### src/rtl/core/ckhc_pkg.sv
package ckhc_pkg;

  localparam int TABLE_DEPTH_DEF = 65536;
  localparam int PROBE_LIMIT_DEF = 128;
  localparam int COUNT_BITS_DEF  = 32;

  localparam int KEY_W = 62;

  localparam logic [7:0] CHAR_LF  = 8'h0A;
  localparam logic [1:0] LINE_SEQ = 2'd1;
  localparam logic [0:0] REG_KMER_LENGTH = 1'b0;
  localparam logic [4:0] KMER_LENGTH_RST = 5'd21;
  localparam logic [4:0] BASES_MAX = 5'd31;

  typedef enum logic [1:0] {
    ST_NONE    = 2'd0,
    ST_NEW     = 2'd1,
    ST_INCR    = 2'd2,
    ST_DROPPED = 2'd3
  } status_t;

  typedef struct packed {
    logic [7:0] text_byte;
    logic       first_of_file;
  } in_t;

  typedef struct packed {
    status_t     status;
    logic [61:0] kmer_hash;
    logic [31:0] hit_count;
    logic [16:0] unique_count;
  } out_t;

  // item handed from front to back
  typedef struct packed {
    logic             have;
    logic [KEY_W-1:0] hash;
  } qent_t;

  typedef struct packed {
    logic full;
    logic empty;
  } qstat_t;

  // bit 2 set: not a base
  function automatic logic [2:0] base_code(input logic [7:0] ch);
    case (ch)
      "A", "a":           base_code = 3'd0;
      "C", "c":           base_code = 3'd1;
      "G", "g":           base_code = 3'd2;
      "T", "t", "U", "u": base_code = 3'd3;
      default:            base_code = 3'd4;
    endcase
  endfunction

endpackage

### src/rtl/core/ckhc_queue.sv
module ckhc_queue (
  input  logic              clk,
  input  logic              rst_n,
  input  logic              push,
  input  ckhc_pkg::qent_t   wdata,
  input  logic              pop,
  output ckhc_pkg::qent_t   rdata,
  output ckhc_pkg::qstat_t  stat
);
  import ckhc_pkg::*;

  qent_t      slot_r [2];
  logic       wp_r, wp_nxt, rp_r, rp_nxt;
  logic [1:0] cnt_r, cnt_nxt;

  always_comb begin
    wp_nxt  = wp_r;
    rp_nxt  = rp_r;
    cnt_nxt = cnt_r;
    if (push) wp_nxt = ~wp_r;
    if (pop)  rp_nxt = ~rp_r;
    case ({push, pop})
      2'b10:   cnt_nxt = cnt_r + 2'd1;
      2'b01:   cnt_nxt = cnt_r - 2'd1;
      default: cnt_nxt = cnt_r;
    endcase
  end

  always_ff @(posedge clk) begin
    if (!rst_n) begin
      wp_r  <= 1'b0;
      rp_r  <= 1'b0;
      cnt_r <= '0;
    end else begin
      wp_r  <= wp_nxt;
      rp_r  <= rp_nxt;
      cnt_r <= cnt_nxt;
    end
    if (push) slot_r[wp_r] <= wdata;
  end

  assign rdata      = slot_r[rp_r];
  assign stat.full  = (cnt_r == 2'd2);
  assign stat.empty = (cnt_r == 2'd0);

endmodule

### config.mk
export PLATFORM = sky130hd
export DESIGN_NAME = ckhc_queue
export DESIGN_NICKNAME = d
export VERILOG_FILES = /design/src/rtl/core/ckhc_pkg.sv /design/src/rtl/core/ckhc_queue.sv
export SDC_FILE = /design/constraint.sdc
export NUM_CORES = 1
export LEC_CHECK = 0
export ABC_CLOCK_PERIOD_IN_PS = 5600
export BUFFER_PORTS_ARGS = -buffer_cell sky130_fd_sc_hd__buf_2
export CAP_MARGIN = 20
export CORE_UTILIZATION = 51
export DETAILED_ROUTE_END_ITERATION = 10
export PLACE_DENSITY_LB_ADDON = 0.05
export RECOVER_POWER = 50
export SETUP_SLACK_MARGIN = 0.2
export SLEW_MARGIN = 20
export SYNTH_ARGS = -nofsm -noshare
export SYNTH_HDL_FRONTEND = slang
export SYNTH_SLANG_ARGS = --single-unit
export TNS_END_PERCENT = 5
### constraint.sdc
create_clock -name clk -period 5.6 [get_ports clk]
set_clock_uncertainty 0.05 [all_clocks]
set_input_delay 1.12 -clock clk [delete_from_list [all_inputs] [get_ports clk]]
set_output_delay 1.12 -clock clk [all_outputs]
set_load 0.02 [all_outputs]
==> results.yml <==
job:
  maxCapViolCount: 1
detailed_routing:
  wl_per_cell_um: 17.06
  dr.pass1.iters: 7
  antenna_left: 0
  drt_iter0_drc: 97
  vias_per_cell: 5.099
  vias: 2483
  drc: 8
  totalWireLength_mm: 8.310
yosys:
  yosys_register_bits: 131
  post_synth_main_area_contributors: "edfxtp_1, mux2_2, dfxtp_1"
  synth_top_area_share_pct: 79.75
  yosys.area.top_type: "edfxtp_1"
  syn_inst: 218
  netlist_area_um2: 4745
  syn_nets: 286
  seq_area_frac_synth_pct: 81.86
  yosysWarningCount: 0
  syn_avg_cell_area_um2: 21.76
  synth_cell_type_count: 16
clock_tree:
  hold_buffers: 0
  cts_resized: 0
  h-tree-depth: 4
  insertion_delay_ns: 0.50
  cts_root_buffer: "clkbuf_8"
  cts_tree: "yes"
  cts_setup_buffers: 0
  cts.sinks: 131
  cts-buffers-inserted: 17
  cts.clk_slew.worst_paths_ns: 0.06
  clock_path_buffers: 2
floorplan:
  die_w_um: 98.45
  rows: 34
  die_area_um2: 9692
  core_area_um2: 8848
  start_util_pct: 53.62
  die_h_um: 98.45
  io_pins: 132
layout:
  area_growth_pct: 29.11
  nets: 434
  finish.utilization_pct: 69.23
  drive_gt1_share_pct: 54.88
  antennaDiodeCount: 0
power:
  p_leak_uw: 0.002273
  ir_drop_mv: 0.2074
  total_power_uw: 2493
  p_per_area_nw_per_um2: 406.9
setup_path:
  end_kind: "primary output"
  critPathKind: "register to primary output"
  rrSetupSlack_ns: 2.89
  r2r-end: "slot_r[1][47]$_DFFE_PP_"
  setup.worst_path.start_class: "register"
  arrival_ns: 2.18
  r2r_cells: 2
  endpoint: "rdata[5]"
  cp_max_fo: 49
  crit-reg2reg-launch: "wp_r$_SDFFE_PN0P_"
  cp.required_ns: 4.43
grt:
  grt_pass1_wl_mm: 12.74
  grt.total_usage_pct: 18.26
  grt_overflow: 0
  antenna_found_initial: 0
  grt_max_degree: 50
  grt_pass1_vias: 2551
sta:
  final_max_slew_viol_count: 27
  setup_viol: 0
  timing.final.crit_share_pct: 59.89
  period_minus_slack_ns: 3.354
  setup_ws_ns: 2.246
  tns_ns: 0
  max_slew_margin_pct: -13.91
  worstMarginPinSlew_ns: 1.708
  max_freq_mhz: 298.2
  hold_viol: 0
  rsz0062_at_grt: "no"
place:
  dp_slack_ns: 2.742
  hpwl_mm: 5.452
  portBuffers: 131
  place.gp.congestion: 0.6995
worst_hold_path:
  hold_class: "register to register"
status:
  status: "finished, violations left"
  violations: "DRC, capacitance limit, slew limit"
-- worst max-delay path, cell delays in order (launching register included) --
cell and delay (ns):
dfxtp_4 0.77, buf_4 0.36, mux2_2 0.37, buf_2 0.16
-- layout by cell type, fill, tap and decap left out --
cell,instances
edfxtp_1,126
buf_2,108
mux2_2,63
clkbuf_1,25
clkbuf_16,16
clkinv_4,4
dfxtp_1,4
and2_0,3
bufinv_16,3
clkinvlp_4,3
inv_6,3
buf_4,3
nor2_1,2
xnor2_1,2
and2b_2,1
inv_1,1
xor2_1,1
and2_1,1
nor2b_1,1
o21a_1,1
o21ai_0,1
or3_1,1
a21boi_1,1
ha_1,1
dfxtp_4,1
clkbuf_8,1
clkinv_2,1
buf_16,1
-- per-stage QoR --
stage          hold slack (ns)  instances  instance area, µm²
2_1_floorplan           0.4162        218                4745
3_3_place_gp            0.4361        453                5533
3_5_place_dp            0.4471        455                5590
4_1_cts                 0.4553        487                6187
6_report                0.4467        487                6126
5_1_grt                 0.5005        487                6126
-- state kept, by name, summed over array words and instances, names as in the netlist, named ones only --
signal,flops
slot_r,126
cnt_r,2
rp_r,1
wp_r,1
-- per-layer routing --
| layer | track usage (%) | vias up | wire length, µm |
|---|---|---|---|
| met5 | 0 | - | 0 |
| met4 | 7.922 | 0 | 88 |
| met3 | 6.667 | 8 | 619 |
| met2 | 29.90 | 84 | 4083 |
| met1 | 21.95 | 1226 | 3519 |
| li1 | - | 1165 | - |
-- Yosys cell counts --
master,count
a21boi_1,1
and2_1,4
and2b_2,1
buf_2,7
dfxtp_1,5
edfxtp_1,126
ha_1,1
inv_1,1
mux2_2,63
nor2_1,2
nor2b_1,1
o21a_1,1
o21ai_0,1
or3_1,1
xnor2_1,2
xor2_1,1
-- how the worst min path moves through the flow --
stage | startpoint | to | slack [ns] | depth (start not counted)
floorplan | cnt_r[1]$_SDFFE_PN0P_ | cnt_r[1]$_SDFFE_PN0P_ | 0.42 | 2
global placement | cnt_r[1]$_SDFFE_PN0P_ | cnt_r[1]$_SDFFE_PN0P_ | 0.44 | 2
detailed placement | cnt_r[1]$_SDFFE_PN0P_ | cnt_r[1]$_SDFFE_PN0P_ | 0.45 | 2
CTS | cnt_r[1]$_SDFFE_PN0P_ | cnt_r[1]$_SDFFE_PN0P_ | 0.46 | 2
global route | cnt_r[1]$_SDFFE_PN0P_ | cnt_r[1]$_SDFFE_PN0P_ | 0.50 | 2
finish | cnt_r[1]$_SDFFE_PN0P_ | cnt_r[1]$_SDFFE_PN0P_ | 0.45 | 2
-- area by class of cell --
cell class,instances,area [µm²]
Fill cell,647,2723
Clock buffer,18,417.9
Sequential cell,131,3887
Tap cell,108,135.1
Multi-Input combinational cell,79,822.0
Clock inverter,14,178.9
Timing Repair Buffer,136,680.7
Inverter,1,3.754
-- logic make-up after synthesis --
kind of cell | share of synthesized area, %
compound gates | 0.4220
mux | 14.95
xor+xnor | 0.5539
simple gates | 1.134
flops | 81.86
buf+inv | 0.8174
fa+ha+maj | 0.2637
-- where the power goes --
group / internal [µW] / switching, µW
combinational: 105 / 137
sequential: 1130 / 26.4
clock: 683 / 409
total: 1920 / 572
Note: power is estimated with default switching activity, not from simulation.
