## src/rtl/core/ckhc_pkg.sv

```systemverilog
package ckhc_pkg;

  localparam int TABLE_DEPTH_DEF = 65536;
  localparam int PROBE_LIMIT_DEF = 128;
  localparam int COUNT_BITS_DEF  = 32;

  localparam int KEY_W = 62;

  localparam logic [7:0] CHAR_LF  = 8'h0A;
  localparam logic [1:0] LINE_SEQ = 2'd1;
  localparam logic [0:0] REG_KMER_LENGTH = 1'b0;
  localparam logic [4:0] KMER_LENGTH_RST = 5'd21;
  localparam logic [4:0] BASES_MAX = 5'd31;

  typedef enum logic [1:0] {
    ST_NONE    = 2'd0,
    ST_NEW     = 2'd1,
    ST_INCR    = 2'd2,
    ST_DROPPED = 2'd3
  } status_t;

  typedef struct packed {
    logic [7:0] text_byte;
    logic       first_of_file;
  } in_t;

  typedef struct packed {
    status_t     status;
    logic [61:0] kmer_hash;
    logic [31:0] hit_count;
    logic [16:0] unique_count;
  } out_t;

  // item handed from front to back
  typedef struct packed {
    logic             have;
    logic [KEY_W-1:0] hash;
  } qent_t;

  typedef struct packed {
    logic full;
    logic empty;
  } qstat_t;

  // bit 2 set: not a base
  function automatic logic [2:0] base_code(input logic [7:0] ch);
    case (ch)
      "A", "a":           base_code = 3'd0;
      "C", "c":           base_code = 3'd1;
      "G", "g":           base_code = 3'd2;
      "T", "t", "U", "u": base_code = 3'd3;
      default:            base_code = 3'd4;
    endcase
  endfunction

endpackage

```

## src/rtl/core/ckhc_front.sv

```systemverilog
module ckhc_front (
  input  logic              clk,
  input  logic              rst_n,
  input  logic              start,
  input  ckhc_pkg::in_t     in_data,
  input  logic [4:0]        kmer_length,
  input  ckhc_pkg::qstat_t  q_stat,
  output logic              q_push,
  output ckhc_pkg::qent_t   q_wdata,
  output logic              front_busy
);
  import ckhc_pkg::*;

  typedef enum logic [1:0] {F_IDLE, F_CANON, F_HASH, F_PUSH} fstate_t;

  fstate_t          state_r, state_nxt;
  logic [KEY_W-1:0] fwd_r, fwd_nxt, rev_r, rev_nxt, v_r, v_nxt, kmask_r, kmask_nxt;
  logic [4:0]       bases_r, bases_nxt;
  logic [1:0]       line_r, line_nxt;
  logic [2:0]       step_r, step_nxt;
  logic             have_r, have_nxt;

  logic [4:0]       k_eff;
  logic [5:0]       k2, rshift;
  logic [KEY_W-1:0] kmask;
  logic [2:0]       code;

  function automatic logic [KEY_W-1:0] mix_step(input logic [2:0] s,
                                                input logic [KEY_W-1:0] v,
                                                input logic [KEY_W-1:0] m);
    case (s)
      3'd0:    mix_step = (~v + (v << 21)) & m;
      3'd1:    mix_step = v ^ (v >> 24);
      3'd2:    mix_step = (v + (v << 3) + (v << 8)) & m;
      3'd3:    mix_step = v ^ (v >> 14);
      3'd4:    mix_step = (v + (v << 2) + (v << 4)) & m;
      3'd5:    mix_step = v ^ (v >> 28);
      default: mix_step = (v + (v << 31)) & m;
    endcase
  endfunction

  assign k_eff  = (kmer_length == 5'd0) ? 5'd1 : kmer_length;
  assign k2     = {k_eff, 1'b0};
  assign rshift = {k_eff - 5'd1, 1'b0};
  assign kmask  = {KEY_W{1'b1}} >> (6'(KEY_W) - k2);
  assign code   = base_code(in_data.text_byte);

  always_comb begin
    state_nxt = state_r;
    fwd_nxt   = fwd_r;
    rev_nxt   = rev_r;
    bases_nxt = bases_r;
    line_nxt  = line_r;
    v_nxt     = v_r;
    kmask_nxt = kmask_r;
    step_nxt  = step_r;
    have_nxt  = have_r;
    q_push    = 1'b0;
    case (state_r)
      F_IDLE: begin
        if (start) begin
          if (in_data.first_of_file) begin
            fwd_nxt   = '0;
            rev_nxt   = '0;
            bases_nxt = '0;
            line_nxt  = '0;
          end
          have_nxt  = 1'b0;
          kmask_nxt = kmask;
          if (in_data.text_byte == CHAR_LF) begin
            if (line_nxt == LINE_SEQ) begin
              fwd_nxt   = '0;
              rev_nxt   = '0;
              bases_nxt = '0;
            end
            line_nxt = line_nxt + 2'd1;
          end else if (line_nxt == LINE_SEQ) begin
            if (!code[2]) begin
              fwd_nxt = ((fwd_nxt << 2) | KEY_W'(code[1:0])) & kmask;
              rev_nxt = (rev_nxt >> 2) | (KEY_W'(2'd3 - code[1:0]) << rshift);
              if (bases_nxt < BASES_MAX) bases_nxt = bases_nxt + 5'd1;
              have_nxt = (bases_nxt >= k_eff);
            end else begin
              fwd_nxt   = '0;
              rev_nxt   = '0;
              bases_nxt = '0;
            end
          end
          v_nxt     = '0;
          state_nxt = have_nxt ? F_CANON : F_PUSH;
        end
      end
      F_CANON: begin
        v_nxt     = (fwd_r < rev_r) ? fwd_r : rev_r;
        step_nxt  = '0;
        state_nxt = F_HASH;
      end
      F_HASH: begin
        v_nxt    = mix_step(step_r, v_r, kmask_r);
        step_nxt = step_r + 3'd1;
        if (step_r == 3'd6) state_nxt = F_PUSH;
      end
      F_PUSH: begin
        if (!q_stat.full) begin
          q_push    = 1'b1;
          state_nxt = F_IDLE;
        end
      end
      default: state_nxt = F_IDLE;
    endcase
  end

  always_ff @(posedge clk) begin
    if (!rst_n) begin
      state_r <= F_IDLE;
      fwd_r   <= '0;
      rev_r   <= '0;
      bases_r <= '0;
      line_r  <= '0;
    end else begin
      state_r <= state_nxt;
      fwd_r   <= fwd_nxt;
      rev_r   <= rev_nxt;
      bases_r <= bases_nxt;
      line_r  <= line_nxt;
    end
    v_r     <= v_nxt;
    kmask_r <= kmask_nxt;
    step_r  <= step_nxt;
    have_r  <= have_nxt;
  end

  assign q_wdata.have = have_r;
  assign q_wdata.hash = v_r;
  assign front_busy   = (state_r != F_IDLE);

endmodule

```

## config.mk

```make
export PLATFORM = sky130hd
export DESIGN_NAME = ckhc_front
export DESIGN_NICKNAME = d
export VERILOG_FILES = /design/src/rtl/core/ckhc_pkg.sv /design/src/rtl/core/ckhc_front.sv
export SDC_FILE = /design/constraint.sdc
export NUM_CORES = 2
export LEC_CHECK = 0
export ABC_CLOCK_PERIOD_IN_PS = 4080
export BUFFER_PORTS_ARGS = -buffer_cell sky130_fd_sc_hd__buf_2
export CORE_ASPECT_RATIO = 1.75
export CORE_MARGIN = 8
export CORE_UTILIZATION = 59
export CTS_CLUSTER_DIAMETER = 60
export DETAILED_ROUTE_END_ITERATION = 7
export PLACE_DENSITY_LB_ADDON = 0.3
export REMOVE_ABC_BUFFERS = 1
export SYNTH_ARGS = -nofsm -noshare
export SYNTH_HDL_FRONTEND = slang
export SYNTH_SLANG_ARGS = --single-unit
```

## constraint.sdc

```tcl
create_clock -name clk -period 4.08 [get_ports clk]
set_input_delay 0.816 -clock clk [delete_from_list [all_inputs] [get_ports clk]]
set_output_delay 0.816 -clock clk [all_outputs]
set_load 0.05 [all_outputs]
```

==> results.toml <==
[run_status]
status = "finished with violations"
violations = "design-rule violations, negative setup slack"

[logic_synthesis]
synth_cells = 3541
postSynthAreaPerCell_um2 = 8.20
ys_ff_latch = 230
netlist_area_um2 = 29000
async_reset_ff_share_pct = 0
ys_types = 90
synth_edf_count = 97
synthFlopType = "dfxtp_1"
ys_seq_area_share_pct = 19.2
ys_warn_count = 0

[place]
dpl.hpwl_um = 102000
portBuffers = 82
gp_congestion = 1.08
dp_cells = 4576

[critical_path]
worst-endpoint-arrival_ps = 4530
path_delay_family = "compound AO/OA/AOI/OAI gates"
rr_worst_depth = 14
r2r_start = "v_r[12]"
slowest_delay_ps = 520
crit_required_ps = 4380
worstPathCellList = "buf_12 > fa_1 > ha_4 > buf_4 > a21oi_4 > o21ai_4 > nor3_4 > a21oi_4 > a2111oi_4 > o31a_1 > o21ai_2 > mux2i_2 > a2111oi_2 > a211oi_1"
worstPathMaxFanout = 7
crit_top_cell = "a21oi_4"
critical_path_class = "reg -> reg"
r2r_setup_slack_ps = -150
cp_num_buf_inv = 2
end_kind = "register"
rr_endpoint = "v_r[56]"
cpMaxStageDelayCell = "fa_1"
startpoint_type = "register"

[floorplanning]
start_util_pct = 59.7
die_y_um = 309
core.rowCount = 107
dieArea_um2 = 56800
io_pins = 84
chipWidth_um = 184
core-area_um2 = 48600

[finish]
final_common_cell = "buf_4"
nets = 4426
seqCellArea_um2 = 5580
multi_input_area_um2 = 23500
finish.utilization_pct = 75.1
area_delta_synth_final_pct = 25.7
drive_gt1_share_pct = 23.7
num-fill-cells = 3519
layout_common_cells = "buf_4 (536), a21oi_1 (283), nand2_1 (251)"
final_cells = 4696

[global_route]
grt_usage_pct = 46.7
gr-total-overflow = 0
grt_pass1_wl_um = 201000
grt_pass1_vias = 33100
grt_max_degree = 95
antenna_found_initial = 5

[cts]
ctsRootBufferMaster = "clkbuf_16"
ctsLongestPathBuffers = 3
numCtsBuffers = 22
clk_pin_slew_ps = 80
cts_hold_buffers = 0
htreeDepth = 1
clk_latency_ps = 580
clkSinkCount = 230
tritoncts = "built"

[routing]
drtAntennaViolNets = 0
drt_pass1_iterations = 8
drc_errors = 12
vias = 33800
drt_iter0_drc = 4324
viasPerCell = 7.19
wl_per_cell_um = 29.5
finalWirelength_um = 139000

[run]
maxCapViolations = 0

[timing]
slew_headroom_pct = 16.3
finalCriticalPeriod_ps = 4230
setup_viol = 21
worstMarginPinSlew_ps = 1220
skew_ps = 22.2
layout_setup_ws_ps = -151
maxSlewViolCount = 0
fmax_mhz = 236
rsz0062_at_grt = "yes"
period_share_pct = 104
hold_violations = 0

[min_path]
holdCritPathClass = "reg -> reg"
worst_hold_path.num_cells = 2
worstHoldEndpoint = "line_r[1]"
hold_start = "line_r[1]"
-- worst max-delay path by stage --
stage                     depth (start not counted)      start  endpoint  slack [ps]
after floorplan                                  11  rev_r[19]   v_r[56]       -5120
after global placement                           14    v_r[28]   v_r[54]        -430
after detailed placement                         13    v_r[28]   v_r[60]        -440
after CTS                                        14     v_r[4]   v_r[60]         -80
after global routing                             13    v_r[23]   v_r[56]        -480
final                                            14    v_r[12]   v_r[56]        -150
-- layout make-up --
cell class | count | area share (%)
multi-input cells | 2918 | 64.3
clock buffers | 27 | 1.76
flip-flops and latches | 230 | 15.3
repair buffers | 661 | 14.0
diodes | 7 | 0.0480
well taps | 654 | 2.24
inverters | 186 | 1.91
clock inverters | 13 | 0.435
-- synth_stat cells, types with 18 or more instances --
| cell type | n | share of area [%] |
|---|---|---|
| a211oi_1 | 35 | 0.91 |
| a21boi_0 | 18 | 0.47 |
| a21o_1 | 96 | 2.5 |
| a21oi_1 | 317 | 5.5 |
| a221oi_1 | 65 | 2.0 |
| a222oi_1 | 20 | 0.69 |
| a22oi_1 | 77 | 2.0 |
| a31oi_1 | 49 | 1.1 |
| a32oi_1 | 26 | 0.78 |
| and2_1 | 32 | 0.69 |
| and3_1 | 23 | 0.50 |
| buf_2 | 21 | 0.36 |
| clkbuf_1 | 179 | 2.3 |
| dfxtp_1 | 133 | 9.2 |
| edfxtp_1 | 97 | 10 |
| fa_1 | 114 | 7.9 |
| ha_1 | 274 | 12 |
| inv_1 | 180 | 2.3 |
| mux2i_1 | 93 | 3.2 |
| nand2_1 | 255 | 3.3 |
| nand2b_1 | 32 | 0.69 |
| nand3_1 | 79 | 1.4 |
| nand4_1 | 67 | 1.4 |
| nor2_1 | 217 | 2.8 |
| nor2b_1 | 116 | 2.5 |
| nor3_1 | 48 | 0.83 |
| o211a_1 | 28 | 0.97 |
| o211ai_1 | 36 | 0.93 |
| o21a_1 | 34 | 0.88 |
| o21ai_0 | 219 | 3.8 |
| o21bai_1 | 27 | 0.70 |
| o221ai_1 | 33 | 1.0 |
| o22ai_1 | 34 | 0.73 |
| xnor2_1 | 119 | 3.6 |
| xor2_1 | 102 | 3.1 |
-- tightest hold or removal path, cell delays in order, from the launching register on --
cell and delay [ps]:
dfxtp_1 320, a21oi_1 120, nor2b_1 50
-- what timing repair did --
| item | 4_1_cts | 5_1_grt |
|---|---|---|
| pin swaps | 34 | 92 |
| setup buffers | 20 | 55 |
| setup endpoints to repair | 33 | 36 |
| gates resized for setup | 95 | 201 |
| endpoints found under the hold margin | 0 | 0 |
-- through the flow --
step / hold WS, ps / setup TNS (ps) / worst slack, ps / area (um^2)
6_report: 535 / -880 / -151 / 36500
5_1_grt: 558 / -5740 / -485 / 36500
3_5_place_dp: 521 / -5380 / -445 / 33600
4_1_cts: 531 / -278 / -83.9 / 35000
2_1_floorplan: 472 / -349520 / -5120 / 28200
3_3_place_gp: 492 / -3130 / -432 / 33600
-- cells by family after synthesis --
kind of cell	count (synthesis)	share of synthesized area, %
mux	104	3.63
buf+inv	393	5.18
flops	230	19.2
fa+ha+maj	388	19.7
compound gates	1273	29.9
simple gates	932	15.7
xor+xnor	221	6.67
-- flip-flops by register name (all words and copies together) (netlist names) --
signal / cells
fwd_r: 62
v_r: 62
kmask_r: 31
state_r: 2
line_r: 2
bases_r: 5
rev_r: 62
step_r: 3
have_r: 1
-- per-layer routing --
layer / track usage (%) / vias up / wire (um)
met5: 0.608 / - / 79
met4: 42.9 / 6 / 16200
met3: 14.0 / 939 / 15900
met2: 73.8 / 2649 / 61600
met1: 49.7 / 15900 / 44800
li1: - / 14300 / -
Power is left out: the tool's default activity adds up to more than one toggle a clock period on the data nets, which glitch-free logic cannot reach.
